`config.mk`:
```
export PLATFORM = sky130hd
export DESIGN_NAME = rgba_to_palette_quantizer
export DESIGN_NICKNAME = d
export VERILOG_FILES = /design/src/rtl/rgbq_pkg.sv /design/src/rtl/rgbq_classify.sv /design/src/rtl/rgba_to_palette_quantizer.sv
export SDC_FILE = /design/constraint.sdc
export NUM_CORES = 1
export LEC_CHECK = 0
export ABC_AREA = 0
export ABC_CLOCK_PERIOD_IN_PS = 8790
export BUFFER_PORTS_ARGS = -buffer_cell sky130_fd_sc_hd__buf_2
export CAP_MARGIN = 25
export CORE_MARGIN = 2
export CORE_UTILIZATION = 30
export DETAILED_ROUTE_END_ITERATION = 6
export PLACE_DENSITY = 0.42
export SYNTH_ARGS = -nofsm -noshare
export SYNTH_HDL_FRONTEND = slang
export SYNTH_HIERARCHICAL = 1
export SYNTH_SLANG_ARGS = --single-unit
```
`constraint.sdc`:
```
create_clock -name i_clk -period 8.79 [get_ports i_clk]
set_input_delay 0.4395 -clock i_clk [delete_from_list [all_inputs] [get_ports i_clk]]
set_output_delay 0.4395 -clock i_clk [all_outputs]
set_load 0.05 [all_outputs]
```
`src/rtl/rgbq_pkg.sv`:
```
// Shared types and constants for the RGBA to palette quantizer.
// No dependencies; used by every RTL module of the block.
package rgbq_pkg;

    typedef struct packed {
        logic [7:0] red;
        logic [7:0] green;
        logic [7:0] blue;
        logic [7:0] alpha;
    } t_pixel;

    typedef struct packed {
        logic [5:0] palette_code;
        logic       keep_existing;
    } t_result;

    // palette codes
    localparam logic [5:0] PAL_BLACK  = 6'h00;
    localparam logic [5:0] PAL_BLUE   = 6'h01;
    localparam logic [5:0] PAL_GREEN  = 6'h02;
    localparam logic [5:0] PAL_PURPLE = 6'h05;
    localparam logic [5:0] PAL_LGRAY  = 6'h07;
    localparam logic [5:0] PAL_DGRAY  = 6'h08;
    localparam logic [5:0] PAL_LBLUE  = 6'h09;
    localparam logic [5:0] PAL_LCYAN  = 6'h0B;
    localparam logic [5:0] PAL_ORANGE = 6'h0C;
    localparam logic [5:0] PAL_LMAG   = 6'h0D;
    localparam logic [5:0] PAL_YELLOW = 6'h0E;
    localparam logic [5:0] PAL_SILVER = 6'h38;
    localparam logic [5:0] PAL_WHITE  = 6'h3F;

    localparam logic [7:0] NEAR_WHITE_MIN = 8'd250;
    localparam logic [8:0] GRAY_GAP_LIMIT = 9'd30;

    // channel*5/255 is floor(channel/51): level above 3 is >= 204, below 2 is < 102
    localparam logic [7:0] LEVEL_HIGH_MIN = 8'd204;
    localparam logic [7:0] LEVEL_LOW_LIM  = 8'd102;

    // gray bands on sum/3, rewritten as bounds on the sum
    localparam logic [9:0] GRAY_SUM_B0 = 10'd96;
    localparam logic [9:0] GRAY_SUM_B1 = 10'd288;
    localparam logic [9:0] GRAY_SUM_B2 = 10'd480;
    localparam logic [9:0] GRAY_SUM_B3 = 10'd672;

    localparam logic [9:0] BRIGHT_SUM_B0 = 10'd128;
    localparam logic [9:0] BRIGHT_SUM_B1 = 10'd384;

endpackage

```
`src/rtl/rgbq_classify.sv`:
```
// Priority rules that map one pixel to a palette code, purely combinational.
// Depends on rgbq_pkg.
module rgbq_classify
    import rgbq_pkg::*;
(
    input  t_pixel  i_pixel,
    output t_result o_result
);

    logic [7:0] r, g, b;
    logic [9:0] sum;
    logic [8:0] gap_rg, gap_rb;
    logic       r_hi, g_hi, b_hi, r_lo, g_lo, b_lo;
    logic [5:0] code;

    assign r = i_pixel.red;
    assign g = i_pixel.green;
    assign b = i_pixel.blue;

    assign sum    = {2'b00, r} + {2'b00, g} + {2'b00, b};
    assign gap_rg = (r > g) ? {1'b0, r - g} : {1'b0, g - r};
    assign gap_rb = (r > b) ? {1'b0, r - b} : {1'b0, b - r};

    assign r_hi = (r >= LEVEL_HIGH_MIN);
    assign g_hi = (g >= LEVEL_HIGH_MIN);
    assign b_hi = (b >= LEVEL_HIGH_MIN);
    assign r_lo = (r < LEVEL_LOW_LIM);
    assign g_lo = (g < LEVEL_LOW_LIM);
    assign b_lo = (b < LEVEL_LOW_LIM);

    always_comb begin
        priority if (sum == 10'd0) begin
            code = PAL_BLACK;
        end else if (r >= NEAR_WHITE_MIN && g >= NEAR_WHITE_MIN && b >= NEAR_WHITE_MIN) begin
            code = PAL_WHITE;
        end else if (r > 8'd200 && g < 8'd120 && b < 8'd60) begin
            code = PAL_ORANGE;
        end else if (r > 8'd100 && r < 8'd150 && g < 8'd60 && b > 8'd60) begin
            code = PAL_PURPLE;
        end else if (gap_rg < GRAY_GAP_LIMIT && gap_rb < GRAY_GAP_LIMIT) begin
            priority if (sum < GRAY_SUM_B0) begin
                code = PAL_BLACK;
            end else if (sum < GRAY_SUM_B1) begin
                code = PAL_DGRAY;
            end else if (sum < GRAY_SUM_B2) begin
                code = PAL_LGRAY;
            end else if (sum < GRAY_SUM_B3) begin
                code = PAL_SILVER;
            end else begin
                code = PAL_WHITE;
            end
        end else if (r_hi && g_lo && b_lo) begin
            code = PAL_ORANGE;
        end else if (g_hi && r_lo && b_lo) begin
            code = PAL_GREEN;
        end else if (b_hi && r_lo && g_lo) begin
            code = PAL_LBLUE;
        end else if (r_hi && g_hi && b_lo) begin
            code = PAL_YELLOW;
        end else if (r_hi && b_hi && g_lo) begin
            code = PAL_LMAG;
        end else if (g_hi && b_hi && r_lo) begin
            code = PAL_LCYAN;
        end else if (sum < BRIGHT_SUM_B0) begin
            code = PAL_DGRAY;
        end else if (sum < BRIGHT_SUM_B1) begin
            code = PAL_LGRAY;
        end else begin
            code = PAL_SILVER;
        end
    end

    // alpha below 128: destination kept, code forced to zero
    always_comb begin
        if (!i_pixel.alpha[7]) begin
            o_result.palette_code  = PAL_BLACK;
            o_result.keep_existing = 1'b1;
        end else begin
            o_result.palette_code  = code;
            o_result.keep_existing = 1'b0;
        end
    end

endmodule

```
`src/rtl/rgba_to_palette_quantizer.sv`:
```
// RGBA pixel to 6-bit palette code: input register, classifier, result register.
// An accepted request is held in the input register, its result in the result register.
// Takes one request per cycle unless stalled; single-pass classifier between registers.
// Synchronous active-low reset clears both valid flags; pixel and result are not reset.
// Depends on rgbq_pkg and rgbq_classify.
module rgba_to_palette_quantizer
    import rgbq_pkg::*;
(
    input  logic    i_clk,
    input  logic    i_rst_n,
    input  logic    i_in_valid,
    output logic    o_in_ready,
    input  t_pixel  i_pixel,
    output logic    o_out_valid,
    input  logic    i_out_ready,
    output t_result o_result
);

    logic    r_s1_valid;
    t_pixel  r_s1_pixel;
    logic    r_out_valid;
    t_result r_out_result;
    t_result s1_result;
    logic    s2_ready;
    logic    s1_ready;

    assign s2_ready   = !r_out_valid || i_out_ready;
    assign s1_ready   = !r_s1_valid || s2_ready;
    assign o_in_ready = s1_ready;

    rgbq_classify u_classify (
        .i_pixel  (r_s1_pixel),
        .o_result (s1_result)
    );

    always_ff @(posedge i_clk) begin
        if (!i_rst_n) begin
            r_s1_valid  <= 1'b0;
            r_out_valid <= 1'b0;
        end else begin
            if (s1_ready) begin
                r_s1_valid <= i_in_valid;
            end
            if (s2_ready) begin
                r_out_valid <= r_s1_valid;
            end
        end
    end

    always_ff @(posedge i_clk) begin
        if (s1_ready && i_in_valid) begin
            r_s1_pixel <= i_pixel;
        end
        if (s2_ready && r_s1_valid) begin
            r_out_result <= s1_result;
        end
    end

    assign o_out_valid = r_out_valid;
    assign o_result    = r_out_result;

endmodule

```
---- After elaboration in Yosys (flattened, before gate mapping) ----
Index checks and enable logic that the tools add are counted.
word-level totals
  register bits after elaboration ......... 41
  bits of input ports ..................... 36
  output and inout bits ................... 9
  logic and storage cells ................. 88
operators by class
  add/subtract/negate cells ............... 6
  $lt $le $gt $ge ......................... 26
  mux-type cells .......................... 19
  bitwise operators ....................... 1
  reduce and logical (&&, ||, !) cells .... 28
operators by type and width
  cell                    count
  $mux W6                 15
  $ge A8 B8 Y1 const B    6
  $lt A8 B7 Y1 const B    4
  $sub A8 B8 Y8           4
  $lt A10 B9 Y1 const B   3
  $logic_and A1 B1 Y1     22
  $lt A9 B5 Y1 const B    2
  $gt A8 B8 Y1            2
  $lt A8 B6 Y1 const B    2
  $mux W8                 2
  $add A10 B8 Y10         1
  $logic_not A10 Y1       1
  $lt A10 B10 Y1 const B  1
  $lt A10 B7 Y1 const B   1
  $lt A10 B8 Y1 const B   1
  $add A8 B8 Y9           1
  $gt A8 B6 Y1 const B    1
  $gt A8 B7 Y1 const B    1
  $gt A8 B8 Y1 const B    1
  $lt A8 B8 Y1 const B    1
  $mux W3                 1
  $logic_not A1 Y1        2
  $logic_or A1 B1 Y1      2
  $reduce_or A2 Y1        1
  other kinds (2)         2

---- Logic depth before layout (Yosys ltp) ----
Gate-level depths: netlist of run 1.
  depth in word-level cells ............... 15
  mapped depth ............................ 15
  gate-level depth less buffers ........... 14

---- Modules after synthesis ----
The synthesis of run 1 kept the hierarchy.
by module, submodules not included
  module                     instances  cells an instance  area an instance (um^2)  seq. area each (um^2)
  rgbq_classify              1          391                2890.3                   0.0
  rgba_to_palette_quantizer  1          48                 1275.0                   1211.2

---- Least setup slack after synthesis of run 1 ----
No wires, ideal clock.
  path type ............................... flip-flop to flip-flop
  start point ............................. reg r_s1_pixel[25] (netlist name)
  end point ............................... reg r_out_result (netlist bit o_result[6]), data pin
  setup time .............................. 0.251 ns
  arrival time ............................ 3.678 ns
  data required time ...................... 8.539 ns
  setup slack ............................. 4.861 ns
  cell stages (with the launch flop) ...... 13
  buffers on the path ..................... 1
  clock period less this slack ............ 3.929 ns
  cells stage by stage .................... edfxtp_1 > fa_1 > ha_1 > fa_1 > a21o_1 > a21oi_1 > a32oi_1 > o311ai_0 > nand3_1 > o21ai_0 > inv_1 > a22o_1 > buf_4
between the ends
  longest elaborated chain between the ends .. 15
  elaborated cells between the ends (all ways) .. 59
  those cells by class .................... add/sub: 6; order compare: 15; mux: 17; reduce/logical: 21
RTL lines
  what                    line                             text
  start, declared         rgba_to_palette_quantizer.sv:20  t_pixel r_s1_pixel;
  start signal, assigned  rgba_to_palette_quantizer.sv:52  r_s1_pixel <= i_pixel;
  $add A8 B8 Y9           rgbq_classify.sv:20              assign sum = {2'b00, r} + {2'b00, g} + {2'b00, b};
  $add A10 B8 Y10         rgbq_classify.sv:20
  $lt A10 B9 Y1           rgbq_classify.sv:66              end else if (sum < BRIGHT_SUM_B1) begin
  $mux W6                 rgbq_classify.sv:66
  $mux W6                 rgbq_classify.sv:64              end else if (sum < BRIGHT_SUM_B0) begin
  $mux W6                 rgbq_classify.sv:62              end else if (g_hi && b_hi && r_lo) begin
  $mux W6                 rgbq_classify.sv:60              end else if (r_hi && b_hi && g_lo) begin
  $mux W6                 rgbq_classify.sv:58              end else if (r_hi && g_hi && b_lo) begin
  $mux W6                 rgbq_classify.sv:56              end else if (b_hi && r_lo && g_lo) begin
  $mux W6                 rgbq_classify.sv:54              end else if (g_hi && r_lo && b_lo) begin
  $mux W6                 rgbq_classify.sv:52              end else if (r_hi && g_lo && b_lo) begin
  $mux W6                 rgbq_classify.sv:40              end else if (gap_rg < GRAY_GAP_LIMIT && gap_rb < GRAY_GAP_LIMIT) begin
  $mux W6                 rgbq_classify.sv:38              end else if (r > 8'd100 && r < 8'd150 && g < 8'd60 && b > 8'd60) begin
  $mux W6                 rgbq_classify.sv:36              end else if (r > 8'd200 && g < 8'd120 && b < 8'd60) begin
  $mux W6                 rgbq_classify.sv:34              end else if (r >= NEAR_WHITE_MIN && g >= NEAR_WHITE_MIN && b >= NEAR_WHITE_MIN) begin
  end signal, assigned    rgba_to_palette_quantizer.sv:55  r_out_result <= s1_result;
  end, declared           rgba_to_palette_quantizer.sv:22  t_result r_out_result;
Parallel ways exist; a longest one is shown, timed or not.
A chain may end at the register's enable or synchronous reset.

---- Final worst setup path of run 1 ----
Same ends and word-level chain as after synthesis.

==> results of run 1 <==
[area by class of cell]
cell class | count | share of cell area, %
multi-input cells | 343 | 60.6
flip-flops and latches | 34 | 22.4
well taps | 172 | 4.81
repair buffers | 38 | 4.31
inverters | 42 | 3.52
clock buffers | 5 | 2.80
clock inverters | 3 | 1.54
[state kept, by name, summed over array words and instances, names as in the netlist]
| signal | count |
|---|---|
| r_s1_pixel | 25 |
| o_out_valid | 1 |
| o_result | 7 |
| r_s1_valid | 1 |
[per-layer routing]
metal,part of all wire [%],global-route usage [%],up-vias
li1,-,-,1710
met1,49,23.3,1693
met2,46,27.8,88
met3,3.3,1.77,11
met4,1.5,4.46,0
met5,0,0,-
[worst paths after layout]
check	end	slack, ps	depth (start not counted)
min reg2reg	r_s1_valid$_SDFFE_PN0P_	530	2
max reg2reg	o_result[6]$_DFFE_PP_	4000	11
min	r_s1_pixel[22]$_DFFE_PP_	330	1
max	o_result[6]$_DFFE_PP_	4000	11
[critical path, delay by kind of cell (launching register included)]
family / cells / cell delay [ps]
AOI/OAI and AO/OA: 6 / 2400
adders and majority gates: 3 / 1210
DFF: 1 / 690
buffers and inverters: 1 / 90
and+or+nand+nor: 1 / 140
[power by group through the flow]
stage          registers [mW]  logic [mW]  clock network, mW
3_5_place_dp            0.214       0.307                  0
6_report                0.211       0.311              0.232
2_1_floorplan           0.218       0.233                  0
4_1_cts                 0.211       0.309              0.237
5_1_grt                 0.213       0.348              0.244
3_3_place_gp            0.214       0.307                  0
[cell usage in the layout (no fill, tap or decap), drive strengths merged, types with 3 or more instances in the layout]
cell and n:
ha 37, mux2i 6, a2111oi 3, or3 4
o311ai 3, nor4 6, a221oi 3, nor2 29
a21oi 28, a22o 3, inv 42, clkbuf 5
o21a 7, buf 38, xor2 4, and4 3
nand2 22, nand3b 5, a21o 12, nand3 18
o211ai 6, nand4 9, a31oi 9, and3 4
nor3 5, edfxtp 32, o21ai 19, nor3b 4
fa 13, o31ai 3, a211oi 7, and2 7
nor2b 6, o22ai 9, a211o 5, xnor2 8
[metrics by stage]
| stage | util (%) | area [um^2] | total power, mW | setup WS, ps |
|---|---|---|---|---|
| 2_1_floorplan | - | 3960 | 0.451 | 4860 |
| 4_1_cts | 35.2 | 4470 | 0.758 | 4090 |
| 6_report | 35.2 | 4470 | 0.753 | 4000 |
| 3_3_place_gp | 33.6 | 4280 | 0.521 | 4130 |
| 3_5_place_dp | 33.6 | 4280 | 0.522 | 4120 |
| 5_1_grt | 35.2 | 4470 | 0.805 | 3610 |
==> flow_summary.ini, run 1 <==
[die]
ios = 45
core_area_um2 = 12700
die_x_um = 119
row_count = 41
die-area_um2 = 14100
initial_core_util_pct = 31.1
die_height_um = 119

[power]
power_frac_comb_pct = 41.3
cellPowerDensity_nw_per_um2 = 168
pwr-share-clk_pct = 30.8
p_int_mw = 0.480
seq_power_share_pct = 28.0
p_leak_nw = 1.87
ir_drop_mv = 0.146
p_sw_share_pct = 36.3
p_switching_mw = 0.274

[route]
wl_per_cell_um = 18.0
vias_per_cell = 5.50
firstDrtPassIters = 5
drt-initial-drc-count = 236
drc_errors = 0
drt-total-wl_um = 11500
drtAntennaViolNets = 0
via_count = 3502

[place]
io_buffers = 37
gp_congestion = 0.825
dp_hpwl_um = 9000
dp.cells = 629

[setup_path]
cpMostUsedCell = fa_1
crit_chain = fa_1 > ha_1 > fa_1 > a21o_1 > a21oi_1 > a32oi_1 > o311ai_0 > nand3_1 > o21ai_0 > inv_1 > a22o_1
start_kind = flip-flop
worstReg2RegStart = r_s1_pixel[25]$_DFFE_PP_
crit_fanout = 11
arrival_ps = 4820
cp-end-kind = flip-flop
worst_ep_required_time_ps = 8820
critPathKind = reg2reg
crit_start = r_s1_pixel[25]$_DFFE_PP_
slowest_delay_ps = 810
slowest_stage = o311ai_0

[sta]
rsz0062_at_grt = no
maxSlewHeadroom_pct = 36.6
setup_viol = 0
final.setup.tns_ps = 0
tightestPinTransition_ps = 939
hold_slack_ps = 327
maxSlewViolCount = 0
finalCritPeriodShare_pct = 54.5
hold_viol = 0
clock_skew_ps = 2.94
max_freq_ghz = 0.209
fin_crit_ps = 4790

[clock_tree]
post_cts_buffers = 0
cts_resized = 0
clock_path_buffers = 2
path_clk_slew_ps = 60
h-tree-depth = 2
cts_tree = done
hold_buffers = 0
root_buffer = clkbuf_16
tritoncts.num_buffers = 5
cts_sinks = 34
clock_latency_ps = 280

[final_layout]
syn_to_final_growth_pct = 13.1
seqCellArea_um2 = 1000
fillCellCount = 1370
stdcell_count = 637
multi_input_area_um2 = 2710
nets = 550
drive_gt1_share_pct = 14.8
diodes = 0

[yosys]
syn_area_um2 = 3960
syn-num-nets = 518
syn_area_per_cell_um2 = 9.16
synth_cells = 432
yosysWarnings = 6

[grt]
antenna_found_initial = 0
grt_pass1_vias = 3558
grt_usage_pct = 16.8
grt_pass1_wl_um = 18600
grt_overflow = 0
grt_max_degree = 24

[outcome]
status = complete, no violations

[hold_path]
hp-class = in2reg
hold_start = i_pixel[22]

[run]
max_cap_viol_count = 0
No activity file was read; power rests on OpenSTA's default activity.
==> run 2: changes to the inputs <==
ABC_CLOCK_PERIOD_IN_PS = 4900   (was 8790)
clock period = 4.9 ns   (was 8.79 ns; I/O delays follow)
==> flow_summary.ini, run 2 (synthesized netlist as in run 1, its figures left out) <==
[outcome]
status = complete, no violations

[clock_tree]
cts_resized = 0
hold_buffers = 0
cts_tree = done
root_buffer = clkbuf_16
cts_sinks = 34
path_clk_slew_ps = 60
clock_path_buffers = 2
post_cts_buffers = 0
h-tree-depth = 2
tritoncts.num_buffers = 5
clock_latency_ps = 290

[die]
die_x_um = 119
ios = 45
initial_core_util_pct = 31.1
core_area_um2 = 12700
die-area_um2 = 14100
row_count = 41
die_height_um = 119

[setup_path]
start_kind = flip-flop
r2r_cells = 12
arrival_ps = 4270
crit_fanout = 7
worst_ep_required_time_ps = 4940
cp-end-kind = flip-flop
critPathKind = reg2reg

[power]
p_int_mw = 0.866
ir_drop_mv = 0.191
p_leak_nw = 1.90
pwr-share-clk_pct = 31.0
power_frac_comb_pct = 41.6
seq_power_share_pct = 27.5
p_sw_share_pct = 36.4
cellPowerDensity_nw_per_um2 = 302
p_switching_mw = 0.495

[sta]
tightestPinTransition_ps = 799
finalCritPeriodShare_pct = 86.5
max_freq_ghz = 0.236
maxSlewHeadroom_pct = 46.4
rsz0062_at_grt = no
final.setup.tns_ps = 0
worst_slack_ps = 663
clock_skew_ps = 4.38
setup_viol = 0
maxSlewViolCount = 0
hold_viol = 0
fin_crit_ps = 4240

[route]
firstDrtPassIters = 5
drt-total-wl_um = 11400
wl_per_cell_um = 17.8
drc_errors = 0
vias_per_cell = 5.43
drt-initial-drc-count = 194
drtAntennaViolNets = 0
via_count = 3488

[grt]
grt_pass1_wl_um = 18400
grt_max_degree = 24
grt_pass1_vias = 3397
antenna_found_initial = 0
grt_overflow = 0
grt_usage_pct = 16.4

[final_layout]
multi_input_area_um2 = 2710
top_register = r_s1_pixel
most-common-layout-cells = inv_1, buf_2, ha_1, edfxtp_1, nor2_1
final_common_cell = inv_1
seqCellArea_um2 = 1000
syn_to_final_growth_pct = 14.0
drive_gt1_share_pct = 15.7
nets = 555
fillCellCount = 1348
diodes = 0
largest_reg_flops = 25

[run]
max_cap_viol_count = 0

[place]
gp_congestion = 0.868
io_buffers = 37
dp_hpwl_um = 9070
post-place-ws_ps = 672

[hold_path]
hold_depth = 1
hp-class = in2reg
-- run 2: changes by cell type in the layout (fill, tap and decap cells not counted), sizes merged --
| cell | before | now |
|---|---|---|
| buf | 38 | 43 |
-- run 2: power by group through the flow --
stage	clock network [mW]	registers, mW	logic (mW)
2_1_floorplan	0	0.390	0.418
5_1_grt	0.440	0.376	0.631
6_report	0.421	0.374	0.566
4_1_cts	0.430	0.374	0.563
3_3_place_gp	0	0.380	0.561
3_5_place_dp	0	0.380	0.561
-- run 2: final timing paths --
path                             from                        to  slack, ps
min                       i_pixel[17]  r_s1_pixel[17]$_DFFE_PP_        130
max          r_s1_pixel[17]$_DFFE_PP_     o_result[6]$_DFFE_PP_        660
max reg2reg  r_s1_pixel[17]$_DFFE_PP_     o_result[6]$_DFFE_PP_        660
min reg2reg  o_out_valid$_SDFFE_PN0P_   r_s1_valid$_SDFFE_PN0P_        530
-- run 2: per-layer routing --
| layer | vias to the layer above | wire length (um) | track usage, % |
|---|---|---|---|
| li1 | 1719 | - | - |
| met1 | 1677 | 5650 | 23.5 |
| met2 | 80 | 5190 | 25.7 |
| met3 | 12 | 346 | 1.92 |
| met4 | 0 | 233 | 5.51 |
| met5 | - | 0 | 0 |
-- run 2: critical path: stages (launching register included) --
cell and delay [ps]:
edfxtp_1 540, fa_1 520, ha_1 250, fa_1 430, a21o_1 240, a21oi_1 460, a32oi_1 120, o311ai_0 330
buf_4 200, nand3_1 70, o21ai_0 510, inv_1 90, a22o_1 230
-- run 2: metrics by stage --
stage               cells  hold slack, ps  utilization, %  total power [mW]  instance area [um^2]
CTS                   642             121            35.5              1.37                  4510
floorplan             432             344               -             0.809                  3960
global placement      634             422            33.9             0.941                  4320
global route          642             123            35.5              1.45                  4510
finish                642             126            35.5              1.36                  4510
detailed placement    634             423            33.9             0.941                  4320
-- run 2: cell type report --
| cell class | count | share of cell area (%) |
|---|---|---|
| multi-input combinational | 343 | 60.1 |
| sequential | 34 | 22.2 |
| timing repair buffer | 43 | 5.10 |
| tap | 172 | 4.77 |
| inverter | 42 | 3.50 |
| clock buffer | 5 | 2.77 |
| clock inverter | 3 | 1.53 |
==> run 3: changes to the inputs <==
CORE_UTILIZATION = 61   (was 30)
PLACE_DENSITY = 0.78   (was 0.42)
==> flow_summary.ini, run 3 (synthesized netlist as in run 1, its figures left out) <==
[die]
die_height_um = 84.5
core_area_um2 = 6310
initial_core_util_pct = 62.6
ios = 45
die_x_um = 84.5
die-area_um2 = 7140
row_count = 29

[run]
max_cap_viol_count = 0

[hold_path]
whs_endpoint = r_s1_pixel[25]$_DFFE_PP_
hold_depth = 1
hold_start = i_pixel[25]
hp-class = in2reg

[clock_tree]
tritoncts.num_buffers = 5
path_clk_slew_ps = 70
cts_resized = 0
clock_path_buffers = 2
post_cts_buffers = 0
cts_tree = done
root_buffer = clkbuf_8
h-tree-depth = 2
clock_latency_ps = 280
cts_sinks = 34
hold_buffers = 0

[final_layout]
largest_reg_flops = 25
diodes = 0
fillCellCount = 517
most-common-layout-cells = inv_1, buf_2, ha_1, edfxtp_1, nor2_1
multi_input_area_um2 = 2710
seqCellArea_um2 = 1000
final_common_cell = inv_1
syn_to_final_growth_pct = 8.45
drive_gt1_share_pct = 15.2
nets = 552
top_register = r_s1_pixel
stdcell_count = 544

[route]
vias_per_cell = 6.66
via_count = 3623
drt-total-wl_um = 10100
drtAntennaViolNets = 0
drc_errors = 0
firstDrtPassIters = 5
drt-initial-drc-count = 383
wl_per_cell_um = 18.6

[grt]
grt_overflow = 0
grt_pass1_wl_um = 16800
grt_usage_pct = 29.2
antenna_found_initial = 0
grt_max_degree = 25
grt_pass1_vias = 3438

[setup_path]
start_kind = flip-flop
worst_ep_required_time_ps = 4920
worstReg2RegStart = r_s1_pixel[17]$_DFFE_PP_
regToRegEndpoint = o_result[1]$_DFFE_PP_
critPathKind = reg2reg
cp-end-kind = flip-flop
arrival_ps = 4390
r2r_slack_ps = 530
r2r_cells = 13
crit_fanout = 7

[power]
p_leak_nw = 1.84
ir_drop_mv = 0.283
cellPowerDensity_nw_per_um2 = 279

[sta]
fin_crit_ps = 4370
final.setup.tns_ps = 0
maxSlewViolCount = 0
max_freq_ghz = 0.229
hold_slack_ps = 132
hold_viol = 0
finalCritPeriodShare_pct = 89.2
clock_skew_ps = 1.98
setup_viol = 0
worst_slack_ps = 531
tightestPinTransition_ps = 852
rsz0062_at_grt = no
maxSlewHeadroom_pct = 42.5

[place]
gp_congestion = 0.972
dp_hpwl_um = 7740
dp.cells = 536
io_buffers = 37
post-place-ws_ps = 682

[outcome]
status = complete, no violations
-- run 3: worst max-delay path by stage --
stage	from	end	slack (ps)	depth (start not counted)
after floorplan	r_s1_pixel[25]$_DFFE_PP_	o_result[6]$_DFFE_PP_	970	12
after global placement	r_s1_pixel[9]$_DFFE_PP_	o_result[1]$_DFFE_PP_	780	13
after detailed placement	r_s1_pixel[9]$_DFFE_PP_	o_result[1]$_DFFE_PP_	680	13
after global routing	r_s1_pixel[9]$_DFFE_PP_	o_result[5]$_DFFE_PP_	250	12
after CTS	r_s1_pixel[9]$_DFFE_PP_	o_result[1]$_DFFE_PP_	690	13
final	r_s1_pixel[17]$_DFFE_PP_	o_result[1]$_DFFE_PP_	530	13
-- run 3: critical path: stages, from the launching register on --
cell and delay [ps]:
edfxtp_1 530, fa_1 510, ha_1 270, fa_1 440
a21o_1 240, a21oi_1 170, buf_4 170, a32oi_1 60
o311ai_0 740, or2_1 190, a21oi_1 70, a211oi_1 410
a311o_1 240, a31oi_1 50
-- run 3: layout make-up --
class	instances	share of cell area, %
inverter	42	3.68
clock inverter	3	1.05
timing repair buffer	40	4.84
multi-input combinational	343	63.2
tap	77	2.25
sequential	34	23.3
clock buffer	5	1.60
-- run 3: report_power, final --
group | internal [mW] | switching (mW) | leakage (nW)
logic | 0.228 | 0.336 | 1.46
registers | 0.343 | 0.0303 | 0.327
clock network | 0.151 | 0.108 | 0.0504
total | 0.723 | 0.474 | 1.84
-- run 3: through the flow --
stage,utilization (%),power (mW),instance area (um^2)
finish,67.9,1.20,4290
detailed placement,66.1,0.925,4180
floorplan,-,0.809,3960
global route,67.9,1.27,4290
CTS,67.9,1.19,4290
global placement,66.1,0.907,4180
-- run 3: layer usage --
metal / vias up / GRT usage, % / wire length, um
met5: - / 0 / 0
met4: 0 / 7.79 / 189
met2: 178 / 47.6 / 4860
li1: 1714 / - / -
met1: 1704 / 40.8 / 4490
met3: 27 / 4.42 / 599
